**src/rtl/fcd_pkg.sv**
```systemverilog
// ----------------------------------------------------------------------------
// Framed command deframer package
// Shared constants, codes and the command and status structs that join the
// controller to the datapath.
// ----------------------------------------------------------------------------
package fcd_pkg;

  // Default window depth in bytes.
  localparam int BufDepthDefault = 128;

  // Frame layout: two STX bytes, command, length, data, two ETX bytes.
  localparam int       FrameOverhead = 6;
  localparam int       MaxWords      = 31;
  localparam logic [7:0] StxByte     = 8'hFF;
  localparam logic [7:0] EtxByte     = 8'hFE;
  localparam logic [7:0] CmdLow      = 8'h01;
  localparam logic [7:0] CmdHigh     = 8'h08;

  // Result status codes.
  typedef enum logic [2:0] {
    StFew  = 3'd0,
    StWait = 3'd1,
    StStx  = 3'd2,
    StCmd  = 3'd3,
    StEtx  = 3'd4,
    StLong = 3'd5,
    StWord = 3'd6
  } fcd_status_e;

  // Controller states.
  typedef enum logic [3:0] {
    SIdle,
    SCheck,
    SHdr0,
    SHdr1,
    SCmd,
    SLen,
    SEtx0,
    SEtx1,
    SData
  } fcd_state_e;

  // Window read offset selection.
  typedef enum logic [2:0] {
    RselHdr0,
    RselHdr1,
    RselCmd,
    RselLen,
    RselEtx0,
    RselEtx1,
    RselData
  } fcd_rsel_e;

  // Commands from the controller to the datapath.
  typedef struct packed {
    logic        push;
    fcd_rsel_e   rsel;
    logic        cap_hdr0;
    logic        cap_hdr1;
    logic        cap_cmd;
    logic        cap_len;
    logic        cap_etx0;
    logic        set_pend;
    logic        clr_pend;
    logic        drop_one;
    logic        drop_frame;
    logic        pos_clr;
    logic        pos_inc;
    logic        emit;
    fcd_status_e emit_status;
    logic        emit_word;
    logic        emit_last;
  } fcd_cmd_t;

  // Status from the datapath to the controller.
  typedef struct packed {
    logic few;
    logic stx_bad;
    logic cmd_bad;
    logic len_long;
    logic len_wait;
    logic etx_bad;
    logic len_zero;
    logic word_end;
    logic frame_end;
  } fcd_stat_t;

endpackage

```
**src/rtl/fcd_ram.sv**
```systemverilog
// ----------------------------------------------------------------------------
// Generic single-port-write RAM
// One write port and one read port; the read data is registered.
// ----------------------------------------------------------------------------
module fcd_ram #(
  parameter int WIDTH = 8,
  parameter int DEPTH = 128
) (
  input  logic                     clk_i,
  input  logic                     we_i,
  input  logic [$clog2(DEPTH)-1:0] waddr_i,
  input  logic [WIDTH-1:0]         wdata_i,
  input  logic [$clog2(DEPTH)-1:0] raddr_i,
  output logic [WIDTH-1:0]         rdata_o
);

  logic [WIDTH-1:0] mem_q [DEPTH];
  logic [WIDTH-1:0] rdata_q;

  // Write port.
  always_ff @(posedge clk_i) begin
    if (we_i) begin
      mem_q[waddr_i] <= wdata_i;
    end
  end

  // Registered read port.
  always_ff @(posedge clk_i) begin
    rdata_q <= mem_q[raddr_i];
  end

  assign rdata_o = rdata_q;

endmodule

```
**src/rtl/fcd_ctrl.sv**
```systemverilog
// ----------------------------------------------------------------------------
// Deframer controller
// State machine that sequences the window reads of one parse attempt and
// tells the datapath what to capture, drop and emit.
// ----------------------------------------------------------------------------
module fcd_ctrl (
  input  logic               clk_i,
  input  logic               rst_ni,
  input  logic               start_i,
  input  logic               mode_i,
  input  fcd_pkg::fcd_stat_t stat_i,
  output fcd_pkg::fcd_cmd_t  cmd_o,
  output logic               busy_o
);
  import fcd_pkg::*;

  fcd_state_e state_q, state_d;

  // State register.
  always_ff @(posedge clk_i or negedge rst_ni) begin
    if (!rst_ni) begin
      state_q <= SIdle;
    end else begin
      state_q <= state_d;
    end
  end

  // Next state.
  always_comb begin
    state_d = state_q;
    unique case (state_q)
      SIdle: begin
        if (start_i && mode_i) state_d = SCheck;
      end
      SCheck: begin
        state_d = stat_i.few ? SIdle : SHdr0;
      end
      SHdr0: state_d = SHdr1;
      SHdr1: state_d = SCmd;
      SCmd: begin
        state_d = (stat_i.stx_bad || stat_i.cmd_bad) ? SIdle : SLen;
      end
      SLen: begin
        state_d = (stat_i.len_long || stat_i.len_wait) ? SIdle : SEtx0;
      end
      SEtx0: state_d = SEtx1;
      SEtx1: begin
        state_d = (stat_i.etx_bad || stat_i.len_zero) ? SIdle : SData;
      end
      SData: begin
        if (stat_i.frame_end) state_d = SIdle;
      end
      default: state_d = SIdle;
    endcase
  end

  // Command outputs.
  always_comb begin
    cmd_o             = '0;
    cmd_o.rsel        = RselHdr0;
    cmd_o.emit_status = StFew;
    unique case (state_q)
      SIdle: begin
        cmd_o.push = start_i && !mode_i;
      end
      SCheck: begin
        // Not enough bytes for the frame known so far: report and stop.
        if (stat_i.few) begin
          cmd_o.emit        = 1'b1;
          cmd_o.emit_status = StFew;
          cmd_o.emit_last   = 1'b1;
        end
        cmd_o.rsel = RselHdr0;
      end
      SHdr0: begin
        cmd_o.cap_hdr0 = 1'b1;
        cmd_o.rsel     = RselHdr1;
      end
      SHdr1: begin
        cmd_o.cap_hdr1 = 1'b1;
        cmd_o.rsel     = RselCmd;
      end
      SCmd: begin
        // Header bytes are held; the command byte is on the read data.
        cmd_o.cap_cmd  = 1'b1;
        cmd_o.rsel     = RselLen;
        if (stat_i.stx_bad || stat_i.cmd_bad) begin
          cmd_o.emit        = 1'b1;
          cmd_o.emit_status = stat_i.stx_bad ? StStx : StCmd;
          cmd_o.emit_last   = 1'b1;
          cmd_o.drop_one    = 1'b1;
          cmd_o.clr_pend    = 1'b1;
        end
      end
      SLen: begin
        cmd_o.cap_len = 1'b1;
        cmd_o.rsel    = RselEtx0;
        if (stat_i.len_long) begin
          cmd_o.emit        = 1'b1;
          cmd_o.emit_status = StLong;
          cmd_o.emit_last   = 1'b1;
          cmd_o.drop_one    = 1'b1;
          cmd_o.clr_pend    = 1'b1;
        end else if (stat_i.len_wait) begin
          cmd_o.emit        = 1'b1;
          cmd_o.emit_status = StWait;
          cmd_o.emit_last   = 1'b1;
          cmd_o.set_pend    = 1'b1;
        end
      end
      SEtx0: begin
        // The first ETX byte is captured while the second one is being read.
        cmd_o.cap_etx0 = 1'b1;
        cmd_o.rsel     = RselEtx1;
      end
      SEtx1: begin
        cmd_o.rsel     = RselData;
        cmd_o.pos_clr  = 1'b1;
        if (stat_i.etx_bad) begin
          cmd_o.emit        = 1'b1;
          cmd_o.emit_status = StEtx;
          cmd_o.emit_last   = 1'b1;
          cmd_o.drop_one    = 1'b1;
          cmd_o.clr_pend    = 1'b1;
        end else if (stat_i.len_zero) begin
          cmd_o.emit        = 1'b1;
          cmd_o.emit_status = StWord;
          cmd_o.emit_last   = 1'b1;
          cmd_o.drop_frame  = 1'b1;
          cmd_o.clr_pend    = 1'b1;
        end
      end
      SData: begin
        // One data byte per cycle; a full word goes out every fourth byte.
        cmd_o.rsel    = RselData;
        cmd_o.pos_inc = 1'b1;
        if (stat_i.word_end) begin
          cmd_o.emit        = 1'b1;
          cmd_o.emit_status = StWord;
          cmd_o.emit_word   = 1'b1;
          cmd_o.emit_last   = stat_i.frame_end;
        end
        if (stat_i.frame_end) begin
          cmd_o.drop_frame = 1'b1;
          cmd_o.clr_pend   = 1'b1;
        end
      end
      default: begin
        cmd_o.rsel = RselHdr0;
      end
    endcase
  end

  assign busy_o = (state_q != SIdle);

endmodule

```
**src/rtl/fcd_dp.sv**
```systemverilog
// ----------------------------------------------------------------------------
// Deframer datapath
// Ring window, pointers and counts, header and word registers, and the
// registered result outputs.
// ----------------------------------------------------------------------------
module fcd_dp #(
  parameter int BUF_DEPTH = fcd_pkg::BufDepthDefault
) (
  input  logic               clk_i,
  input  logic               rst_ni,
  input  logic [7:0]         byte_in_i,
  input  fcd_pkg::fcd_cmd_t  cmd_i,
  output fcd_pkg::fcd_stat_t stat_o,
  output logic               strobe_o,
  output logic [2:0]         status_o,
  output logic [7:0]         command_o,
  output logic [7:0]         frame_length_o,
  output logic [4:0]         word_index_o,
  output logic [31:0]        data_word_o,
  output logic               word_valid_o,
  output logic               last_o
);
  import fcd_pkg::*;

  localparam int PTR_W = $clog2(BUF_DEPTH);
  localparam int CNT_W = $clog2(BUF_DEPTH + 1);
  localparam int SUM_W = ((PTR_W > 9) ? PTR_W : 9) + 1;
  localparam int CMP_W = ((CNT_W > 9) ? CNT_W : 9) + 1;
  localparam int LimitRaw    = BUF_DEPTH - FrameOverhead;
  localparam int LenLimitInt = (LimitRaw > MaxWords * 4) ? MaxWords * 4 : LimitRaw;
  localparam logic [7:0] LenLimit = 8'(LenLimitInt);

  logic [PTR_W-1:0] rd_ptr_q, rd_ptr_d;
  logic [PTR_W-1:0] wr_ptr_q, wr_ptr_d;
  logic [CNT_W-1:0] count_q, count_d;
  logic [7:0]       pend_q, pend_d;
  logic [7:0]       hdr0_q, hdr1_q, cmd_q, len_q, etx0_q;
  logic [6:0]       pos_q, pos_d, pos_nx;
  logic [23:0]      acc_q;
  logic [31:0]      acc_d;
  logic [7:0]       rdata;
  logic [7:0]       data_byte;
  logic [8:0]       rd_off;
  logic [8:0]       adv;
  logic [SUM_W-1:0] raddr_sum, rp_sum;
  logic [PTR_W-1:0] raddr;
  logic             full;
  logic             wr_en;

  logic             strobe_q;
  logic [2:0]       status_q;
  logic [7:0]       command_q, frame_length_q;
  logic [4:0]       word_index_q;
  logic [31:0]      data_word_q;
  logic             word_valid_q, last_q;
  logic [7:0]       command_d, frame_length_d;

  // Window storage.
  fcd_ram #(
    .WIDTH(8),
    .DEPTH(BUF_DEPTH)
  ) u_ram (
    .clk_i  (clk_i),
    .we_i   (wr_en),
    .waddr_i(wr_ptr_q),
    .wdata_i(byte_in_i),
    .raddr_i(raddr),
    .rdata_o(rdata)
  );

  assign full  = (count_q == CNT_W'(BUF_DEPTH));
  assign wr_en = cmd_i.push && !full;

  // Data byte position for the next read; past the frame any address will do.
  assign pos_nx = cmd_i.pos_clr ? 7'd0 : pos_q + 7'd1;

  // Read offset from the window head.
  always_comb begin
    case (cmd_i.rsel)
      RselHdr0: rd_off = 9'd0;
      RselHdr1: rd_off = 9'd1;
      RselCmd:  rd_off = 9'd2;
      RselLen:  rd_off = 9'd3;
      RselEtx0: rd_off = 9'd4 + {1'b0, rdata};
      RselEtx1: rd_off = 9'd5 + {1'b0, len_q};
      RselData: rd_off = ({1'b0, pos_nx} < len_q) ? 9'd4 + {2'b0, pos_nx} : 9'd4;
      default:  rd_off = 9'd0;
    endcase
  end

  // Ring address; the offset is below the depth whenever the read data is used.
  always_comb begin
    raddr_sum = SUM_W'(rd_ptr_q) + SUM_W'(rd_off);
    if (raddr_sum >= SUM_W'(BUF_DEPTH)) raddr_sum = raddr_sum - SUM_W'(BUF_DEPTH);
    raddr = raddr_sum[PTR_W-1:0];
  end

  // Pointer and count updates.
  always_comb begin
    adv      = cmd_i.drop_frame ? 9'(FrameOverhead) + {1'b0, len_q} : 9'd1;
    rp_sum   = SUM_W'(rd_ptr_q) + SUM_W'(adv);
    if (rp_sum >= SUM_W'(BUF_DEPTH)) rp_sum = rp_sum - SUM_W'(BUF_DEPTH);
    rd_ptr_d = rd_ptr_q;
    wr_ptr_d = wr_ptr_q;
    count_d  = count_q;
    if (wr_en) begin
      wr_ptr_d = (wr_ptr_q == PTR_W'(BUF_DEPTH - 1)) ? '0 : wr_ptr_q + PTR_W'(1);
      count_d  = count_q + CNT_W'(1);
    end else if (cmd_i.drop_one || cmd_i.drop_frame) begin
      rd_ptr_d = rp_sum[PTR_W-1:0];
      count_d  = count_q - CNT_W'(adv);
    end
  end

  // Pending length of a header that waits for its bytes.
  always_comb begin
    pend_d = pend_q;
    if (cmd_i.set_pend)      pend_d = rdata;
    else if (cmd_i.clr_pend) pend_d = 8'd0;
  end

  // Data byte position.
  always_comb begin
    pos_d = pos_q;
    if (cmd_i.pos_clr || cmd_i.pos_inc) pos_d = pos_nx;
  end

  always_ff @(posedge clk_i or negedge rst_ni) begin
    if (!rst_ni) begin
      rd_ptr_q <= '0;
      wr_ptr_q <= '0;
      count_q  <= '0;
      pend_q   <= '0;
      pos_q    <= '0;
    end else begin
      rd_ptr_q <= rd_ptr_d;
      wr_ptr_q <= wr_ptr_d;
      count_q  <= count_d;
      pend_q   <= pend_d;
      pos_q    <= pos_d;
    end
  end

  // Header, trailer and word assembly registers.
  assign data_byte = ({1'b0, pos_q} < len_q) ? rdata : 8'd0;
  assign acc_d     = {acc_q, data_byte};

  always_ff @(posedge clk_i) begin
    if (cmd_i.cap_hdr0) hdr0_q <= rdata;
    if (cmd_i.cap_hdr1) hdr1_q <= rdata;
    if (cmd_i.cap_cmd)  cmd_q  <= rdata;
    if (cmd_i.cap_len)  len_q  <= rdata;
    if (cmd_i.cap_etx0) etx0_q <= rdata;
    if (cmd_i.pos_inc)  acc_q  <= acc_d[23:0];
  end

  // Status toward the controller.
  always_comb begin
    stat_o.few       = CMP_W'(count_q) < CMP_W'(FrameOverhead) + CMP_W'(pend_q);
    stat_o.stx_bad   = ({hdr0_q, hdr1_q} != {StxByte, StxByte});
    stat_o.cmd_bad   = (rdata < CmdLow) || (rdata > CmdHigh);
    stat_o.len_long  = rdata > LenLimit;
    stat_o.len_wait  = CMP_W'(FrameOverhead) + CMP_W'(rdata) > CMP_W'(count_q);
    stat_o.etx_bad   = {etx0_q, rdata} != {EtxByte, EtxByte};
    stat_o.len_zero  = (len_q == 8'd0);
    stat_o.word_end  = (pos_q[1:0] == 2'b11);
    stat_o.frame_end = (pos_q[1:0] == 2'b11) && ({1'b0, pos_q} + 8'd1 >= len_q);
  end

  // Command and length fields of a result depend on how far the parse got.
  always_comb begin
    case (cmd_i.emit_status) inside
      StFew: begin
        command_d      = 8'd0;
        frame_length_d = pend_q;
      end
      StStx: begin
        command_d      = 8'd0;
        frame_length_d = 8'd0;
      end
      StCmd: begin
        command_d      = rdata;
        frame_length_d = 8'd0;
      end
      StLong, StWait: begin
        command_d      = cmd_q;
        frame_length_d = rdata;
      end
      default: begin
        command_d      = cmd_q;
        frame_length_d = len_q;
      end
    endcase
  end

  // Result strobe.
  always_ff @(posedge clk_i or negedge rst_ni) begin
    if (!rst_ni) begin
      strobe_q <= 1'b0;
    end else begin
      strobe_q <= cmd_i.emit;
    end
  end

  // Result payload.
  always_ff @(posedge clk_i) begin
    if (cmd_i.emit) begin
      status_q       <= cmd_i.emit_status;
      command_q      <= command_d;
      frame_length_q <= frame_length_d;
      word_index_q   <= cmd_i.emit_word ? pos_q[6:2] : 5'd0;
      data_word_q    <= cmd_i.emit_word ? acc_d : 32'd0;
      word_valid_q   <= cmd_i.emit_word;
      last_q         <= cmd_i.emit_last;
    end
  end

  assign strobe_o       = strobe_q;
  assign status_o       = status_q;
  assign command_o      = command_q;
  assign frame_length_o = frame_length_q;
  assign word_index_o   = word_index_q;
  assign data_word_o    = data_word_q;
  assign word_valid_o   = word_valid_q;
  assign last_o         = last_q;

endmodule

```
**src/rtl/framed_command_deframer_core.sv**
```systemverilog
// ----------------------------------------------------------------------------
// Framed command deframer core
// Receive window and frame parser for a framed serial link.
// ----------------------------------------------------------------------------
// A request is accepted on a rising edge with start high and busy low.
// With mode_i low the request pushes byte_in_i into the ring window; a byte
// that arrives while the window is full is dropped. A push gives no result, so
// busy stays low.
// With mode_i high the request makes one parse attempt at the window head.
// Results appear on the result ports for one cycle each, marked by strobe_o;
// last_o marks the final result of the attempt.
// Steps of a poll, all bound by the single registered read port of the
// window RAM, which delivers one byte per cycle: the byte count is checked
// against the frame known so far; the two STX bytes and the command byte
// are read and checked; the length is read and checked against its limit
// and the bytes held; the two ETX bytes are read and checked, and an empty
// frame ends there; the data bytes are then read in order, and a word
// result goes out after every fourth data byte. A failed check ends the
// attempt with a single result. busy stays high for the whole attempt, so
// no new request is taken until it ends.
// The receiver cannot stall; each result is taken in its strobe cycle.
// Reset clears the pointers, the byte count and the pending length; window
// contents need no clearing since only written bytes are ever parsed.
// ----------------------------------------------------------------------------
module framed_command_deframer_core #(
  parameter int BUF_DEPTH = fcd_pkg::BufDepthDefault
) (
  input  logic        clk_i,
  input  logic        rst_ni,
  input  logic        start,
  output logic        busy,
  input  logic        mode_i,
  input  logic [7:0]  byte_in_i,
  output logic        strobe_o,
  output logic [2:0]  status_o,
  output logic [7:0]  command_o,
  output logic [7:0]  frame_length_o,
  output logic [4:0]  word_index_o,
  output logic [31:0] data_word_o,
  output logic        word_valid_o,
  output logic        last_o
);
  import fcd_pkg::*;

  fcd_cmd_t  cmd;
  fcd_stat_t stat;
  logic      busy_int;

  // Sequencer.
  fcd_ctrl u_ctrl (
    .clk_i  (clk_i),
    .rst_ni (rst_ni),
    .start_i(start),
    .mode_i (mode_i),
    .stat_i (stat),
    .cmd_o  (cmd),
    .busy_o (busy_int)
  );

  // Window and result datapath.
  fcd_dp #(
    .BUF_DEPTH(BUF_DEPTH)
  ) u_dp (
    .clk_i         (clk_i),
    .rst_ni        (rst_ni),
    .byte_in_i     (byte_in_i),
    .cmd_i         (cmd),
    .stat_o        (stat),
    .strobe_o      (strobe_o),
    .status_o      (status_o),
    .command_o     (command_o),
    .frame_length_o(frame_length_o),
    .word_index_o  (word_index_o),
    .data_word_o   (data_word_o),
    .word_valid_o  (word_valid_o),
    .last_o        (last_o)
  );

  assign busy = busy_int;

endmodule

```
**config.mk**
```make
export PLATFORM = sky130hd
export DESIGN_NAME = framed_command_deframer_core
export DESIGN_NICKNAME = d
export VERILOG_FILES = /design/src/rtl/fcd_pkg.sv /design/src/rtl/fcd_ram.sv /design/src/rtl/fcd_ctrl.sv /design/src/rtl/fcd_dp.sv /design/src/rtl/framed_command_deframer_core.sv
export SDC_FILE = /design/constraint.sdc
export NUM_CORES = 1
export LEC_CHECK = 0
export BUFFER_PORTS_ARGS = -buffer_cell sky130_fd_sc_hd__buf_2
export CAP_MARGIN = 10
export CORE_ASPECT_RATIO = 2
export CORE_MARGIN = 1.5
export CORE_UTILIZATION = 56
export DETAILED_ROUTE_END_ITERATION = 10
export GPL_TIMING_DRIVEN = 0
export PLACE_DENSITY = 0.72
export SYNTH_ARGS = -nofsm -noshare
export SYNTH_HDL_FRONTEND = slang
export SYNTH_HIERARCHICAL = 1
export SYNTH_SLANG_ARGS = --single-unit
```
**constraint.sdc**
```tcl
create_clock -name clk_i -period 16.7 [get_ports clk_i]
set_input_delay 1.67 -clock clk_i [delete_from_list [all_inputs] [get_ports clk_i]]
set_output_delay 1.67 -clock clk_i [all_outputs]
set_load 0.05 [all_outputs]
```
[Word-level counts from Yosys, hierarchy flattened]
Memories as Yosys holds them, arrays and structs flattened. A register that Yosys moved wholly into a read port is not among the register bits.
Index checks and enable logic that the tools add are counted.
Storage, ports and cells
  memories kept: 1
  bits of input ports: 12
  flip-flop bits (word level): 164
  bits in writable memories: 1024
Memory list
  u_dp.u_ram.mem_q: depth 128, width 8, read ports 1, clocked after Yosys merged registers in 1, write ports 1, RTL line fcd_ram.sv:17  | logic [WIDTH-1:0] mem_q [DEPTH];
Operators by class
  add/sub/neg operators: 15
  bitwise gates (word level): 1
  $lt $le $gt $ge: 10
  mux-type cells: 62
  equal/unequal tests: 25
  reductions and logical operators: 23
Operator list (number)
  8-bit two-way mux: 10
  9-bit one-hot mux with 6 select lines: 1
  3-bit by 8-bit adder with 9-bit output (first input constant): 5
  4-bit two-way mux: 9
  4-bit one-hot mux with 9 select lines: 1
  16-bit inequality test (second input constant): 2
  7-bit two-way mux: 4
  1-bit two-way mux: 23
  7-bit by 9-bit adder with 10-bit output: 2
  10-bit by 8-bit greater-or-equal comparator with 1-bit output (second input constant): 2
  4-bit one-hot mux with 5 select lines: 1
  9-bit two-way mux: 2
  3-bit one-hot mux with 6 select lines: 1
  4-bit by 3-bit == test with 1-bit output (second input constant): 4
  7-bit by 8-bit less-than comparator with 1-bit output: 2
  7-bit by 1-bit adder with 7-bit output (second input constant): 2
  7-bit by 1-bit subtractor with 7-bit output (second input constant): 2
  3-bit by 2-bit == test with 1-bit output (second input constant): 4
  3-bit == test (second input constant): 4
  10-bit by 8-bit > comparator with 1-bit output: 1
  8-bit by 10-bit less-than comparator with 1-bit output: 1
  3-bit by 7-bit adder with 8-bit output (first input constant): 1
  7-bit by 1-bit adder with 8-bit output (second input constant): 1
  8-bit by 1-bit adder with 8-bit output (second input constant): 1
  other kinds (31): 50

[Longest topological paths before layout]
  depth after elaboration: 11
  mapped depth: 27
  gate-level depth less buffers: 26

[Modules after synthesis]
The synthesis kept the hierarchy.
By module, submodules not included
  fcd_ram: area each 39665.5 sq um, seq. area each 30909.6 sq um, cells an instance 1635, instances 1
  fcd_dp: area each 8760.9 sq um, seq. area each 4614.4 sq um, cells an instance 790, instances 1
  fcd_ctrl: area each 521.8 sq um, seq. area each 100.1 sq um, cells an instance 71, instances 1

[Worst setup path before layout]
Ideal clock, no wire load.
  kind: reg-to-reg
  from: register u_ctrl.state_q[3]
  to: register u_dp.u_ram.rdata_q[0], in the netlist u_dp/u_ram/rdata_o[0], read port of u_dp.u_ram.mem_q
  clock period less this slack: 5.630 ns
  setup time: 0.121 ns
  arrival time: 5.509 ns
  setup slack: 11.070 ns
  cell stages (with the launch flop): 23
  cells stage by stage: dfrtp_1 -> and4b_1 -> buf_2 -> clkbuf_1 -> inv_1 -> and2_1 -> ha_1 -> o21a_1 -> o31ai_1 -> a21o_1 -> a221oi_2 -> a211o_4 -> o22ai_1 -> ha_1 -> inv_1 -> fa_1 -> xnor2_1 -> buf_1 -> buf_1 -> mux4_2 -> mux4_2 -> mux4_2 -> mux2_2
RTL lines
  start: declaration: RTL line fcd_ctrl.sv:17  | fcd_state_e state_q, state_d;
  start signal: assignment: RTL line fcd_ctrl.sv:22  | state_q <= SIdle;
  start signal: assignment: RTL line fcd_ctrl.sv:24  | state_q <= state_d;
  end: declaration: RTL line fcd_ram.sv:18  | logic [WIDTH-1:0] rdata_q;

==> impl_metrics.tcl <==
set metrics [dict create \
    placed_area_sq_um 51200 \
    final_cell_area_sq_um 54500 \
    syn_area_sq_um 48900 \
    firstDrtPassIters 6 \
    cts.sinks 1196 \
    p_clk_frac 0.238 \
    syn_inst 2496 \
    max_freq_mhz 123 \
    drt_iter0_markers 2594 \
    cp_max_fo 10 \
    num_rows 153 \
    maxSlewViolCount 0 \
    hpwl_mm 87.9 \
    gp_congestion 0.947 \
    hold_viol 0 \
    syn_area_per_cell_sq_um 19.6 \
    synth_edf_count 1146 \
    grt_overflow 0 \
    cts-root-buf "clkbuf_16" \
    postCtsSetupRepairBufs 0 \
    fillers 5883 \
    post-route-min-period_ns 8.16 \
    cp-end-kind "flip-flop" \
    clk_pin_slew_ns 0.07 \
    cts_buffer_depth 3 \
    top_usage_layer "met2" \
    ant_nets 0 \
    yosysWarnings 6 \
    routed_wl_mm 124 \
    cp_data_arrival_time_ns 8.76 \
    seqPwrFrac 0.364 \
    cts_tree "built" \
    cts.htree.levels 3 \
    grt_util_met3 0.0483 \
    fin_skew_ns 0.0324 \
    fp.dieH_microns 421 \
    port_buffers 71 \
    grt_max_degree 97 \
    p_int_mw 6.34 \
    drc_errors 0 \
    hold_buffers 0 \
    synth_seq_cells 1196 \
    die_w_microns 212 \
    p_switching_mw 3.33 \
    grt_pass1_wl_mm 179 \
    power_density_nw_per_um2 178 \
    final-setup-viol-count 0 \
    irDropWorstVdd_v 0.000112 \
    layout.cells.non_filler 3927 \
    required_ns 17.31 \
    nets 2774 \
    post_cts_resized 0 \
    globalRouteMet2Util 0.535 \
    synth.distinct_cells 74 \
    critPathKind "reg -> reg" \
    initial_core_util 0.564 \
    wl_per_cell_microns 31.6 \
    start_kind "flip-flop" \
    timing.final.crit_share 0.488 \
    tightest_slew_ns 1.39 \
    worstSkewPairLatency_ns 0.72 \
    grt_pass1_vias 26373 \
    antenna_found_initial 3 \
    grtUsageMet1 0.280 \
    cts_buffers 96 \
    dpl.cell_count 3750 \
    core_area_sq_um 86700 \
    async_flop_share 0.0351 \
    setup_tns_ns 0 \
    power_leakage_nw 17.4 \
    synth-seq-area-share 0.728 \
    switching_share 0.345 \
    hp-class "reg -> reg" \
    maxSlewHeadroom 0.0743 \
    die_area_sq_um 89300 \
    viasPerCell 6.36 \
    drive_gt1_frac 0.235 \
    synthFlopType "edfxtp_1" \
    rsz0062_at_grt "no" \
    synth_nets 2579 \
    io_pins 72 \
    dr_total_vias 24981 \
    areaGrowthSynthToFinish_pct 11.2 \
    pwr-share-comb 0.397 \
    maxCapViolations 0 \
    status "finished, final reports clean" \
    track_usage 0.287 \
]
-- power by group through the flow --
stage	clock network, mW	logic [mW]	registers [mW]
after floorplan	0	2.36	3.71
after detailed placement	0	3.83	3.59
after CTS	2.34	3.85	3.52
after global placement	0	3.73	3.60
after global routing	2.44	3.97	3.54
final	2.31	3.85	3.53
-- cells in the mapped netlist, types with 3 or more instances --
cell type  instances  area [sq um]
mux2_2            10           113
o21a_1            12          90.1
nor2b_1           22           138
ha_1              68           851
nand4b_1           3          26.3
nor2_1           179           672
and3_1             3          18.8
fa_1               3          60.1
nor3_1            21           105
a21o_1             7          52.6
o21ai_0           59           295
mux4_2           336          7570
dfrtp_1           42          1050
xor2_1            21           184
o21bai_1           3          22.5
nand3_1           31           155
xnor2_1           35           307
buf_1             19          71.3
a21oi_1           33           165
buf_2             19          95.1
dfxtp_1            8           160
o31ai_1            4          30.0
clkbuf_1          70           263
o22ai_1            8          50.1
nor4_1             4          25.0
mux2i_1            5          50.1
buf_6              5          56.3
and2_1            34           213
buf_4             15           113
a22o_1            16           140
inv_1             44           165
a22oi_1            8          60.1
or3_1              4          25.0
nand2b_1          18           113
edfxtp_1        1146         34400
nand2_1          102           383
nand4_1           21           131
nand3b_1           4          30.0
a32oi_1            8          70.1
-- metal layers --
layer,routed length (microns),up-vias
li1,-,10497
met1,36700,12934
met2,69500,1156
met3,7530,390
met4,10500,4
met5,24,-
-- layout make-up --
| class | instances | area, sq um | area share |
|---|---|---|---|
| sequential | 1196 | 35600 | 0.654 |
| multi-input combinational | 1124 | 12600 | 0.231 |
| clock buffer | 116 | 2540 | 0.0466 |
| tap | 1162 | 1450 | 0.0267 |
| timing repair buffer | 97 | 837 | 0.0154 |
| clock inverter | 55 | 649 | 0.0119 |
| buffer | 128 | 598 | 0.0110 |
| inverter | 48 | 180 | 0.00331 |
| antenna | 1 | 2.50 | 0.0000460 |
-- layout by cell type, fill, tap and decap left out, drive strengths merged, types with 9 or more instances in the layout --
cell    Yosys  final
clkbuf     70    187
nand3      31     31
a21oi      33     33
and2       34     34
o22ai       9      9
o21ai      62     62
xnor2      35     35
nand2b     18     18
bufinv      0     10
buf        58    154
clkinv      2     36
xor2       21     21
inv        46     51
nor2      179    179
nor2b      22     22
mux2       10     10
o21a       12     12
a22o       16     16
nand2     103    103
nor3       23     23
mux4      336    336
ha         68     68
dfrtp      42     42
edfxtp   1146   1146
nand4      21     21
-- critical path, stage by stage (launching register included) --
cell and delay, ns:
dfrtp_1 0.45, and4b_1 0.26, buf_2 0.24, clkbuf_1 0.46, inv_1 0.20, and2_1 0.23
ha_1 0.29, o21a_1 0.12, o31ai_1 0.07, a21o_1 0.17, a221oi_2 0.08, a211o_4 0.31
o22ai_1 0.24, ha_1 0.27, inv_1 0.07, fa_1 0.39, xnor2_1 0.69, clkbuf_1 0.77
buf_1 0.83, mux4_2 0.43, mux4_2 0.55, mux4_2 0.58, mux2_2 0.29
-- path summary, 6_finish.rpt --
path	from	end	slack [ns]	cells past startpoint
max	u_ctrl/state_q[3]$_DFFE_PN0P_	u_dp/u_ram/rdata_o[2]$_DFF_P_	8.54	22
min	u_dp/acc_q[8]$_DFFE_PP_	u_dp/acc_q[16]$_DFFE_PP_	0.44	0
max reg2reg	u_ctrl/state_q[3]$_DFFE_PN0P_	u_dp/u_ram/rdata_o[2]$_DFF_P_	8.54	22
min reg2reg	u_dp/acc_q[8]$_DFFE_PP_	u_dp/acc_q[16]$_DFFE_PP_	0.44	0
max in group asynchronous	rst_ni	u_dp/wr_ptr_q[3]$_DFFE_PN0P_	15.27	2
min in group asynchronous	rst_ni	u_dp/pos_q[6]$_DFFE_PN0P_	0.89	1
-- flip-flops by register name, indices dropped and copies added, names as in the netlist, 5 cells and up --
| signal | flops |
|---|---|
| u_dp/len_q | 8 |
| u_dp/rd_ptr_q | 7 |
| u_dp/u_ram/mem_q | 1024 |
| u_dp/pend_q | 8 |
| u_dp/command_o | 8 |
| u_dp/acc_q | 24 |
| u_dp/count_q | 8 |
| u_dp/u_ram/rdata_o | 8 |
| u_dp/data_word_o | 32 |
| u_dp/etx0_q | 8 |
| u_dp/cmd_q | 8 |
| u_dp/wr_ptr_q | 7 |
| u_dp/hdr0_q | 8 |
| u_dp/word_index_o | 5 |
| u_dp/frame_length_o | 8 |
| u_dp/hdr1_q | 8 |
| u_dp/pos_q | 7 |
-- kinds of logic (layout without fill, tap and decap cells) --
family	count (synthesis)	after routing	synth area share
AOI/OAI and AO/OA	183	183	0.0249
xor gates and xnor gates	56	56	0.0100
other	0	1	0
buffers and inverters	176	444	0.0159
muxes	351	351	0.158
DFF	1196	1196	0.728
and+or+nand+nor	463	463	0.0449
adders and majority gates	71	71	0.0186
-- per-stage QoR --
step | setup slack, ns | total power [mW] | hold slack (ns) | utilization
global placement | 8.67 | 7.33 | 0.422 | 0.585
detailed placement | 8.63 | 7.42 | 0.429 | 0.590
floorplan | 11.07 | 6.08 | 0.418 | -
global route | 8.54 | 9.95 | 0.445 | 0.628
finish | 8.54 | 9.68 | 0.439 | 0.628
CTS | 8.61 | 9.71 | 0.442 | 0.627
Power figures use the tool's default switching activity.
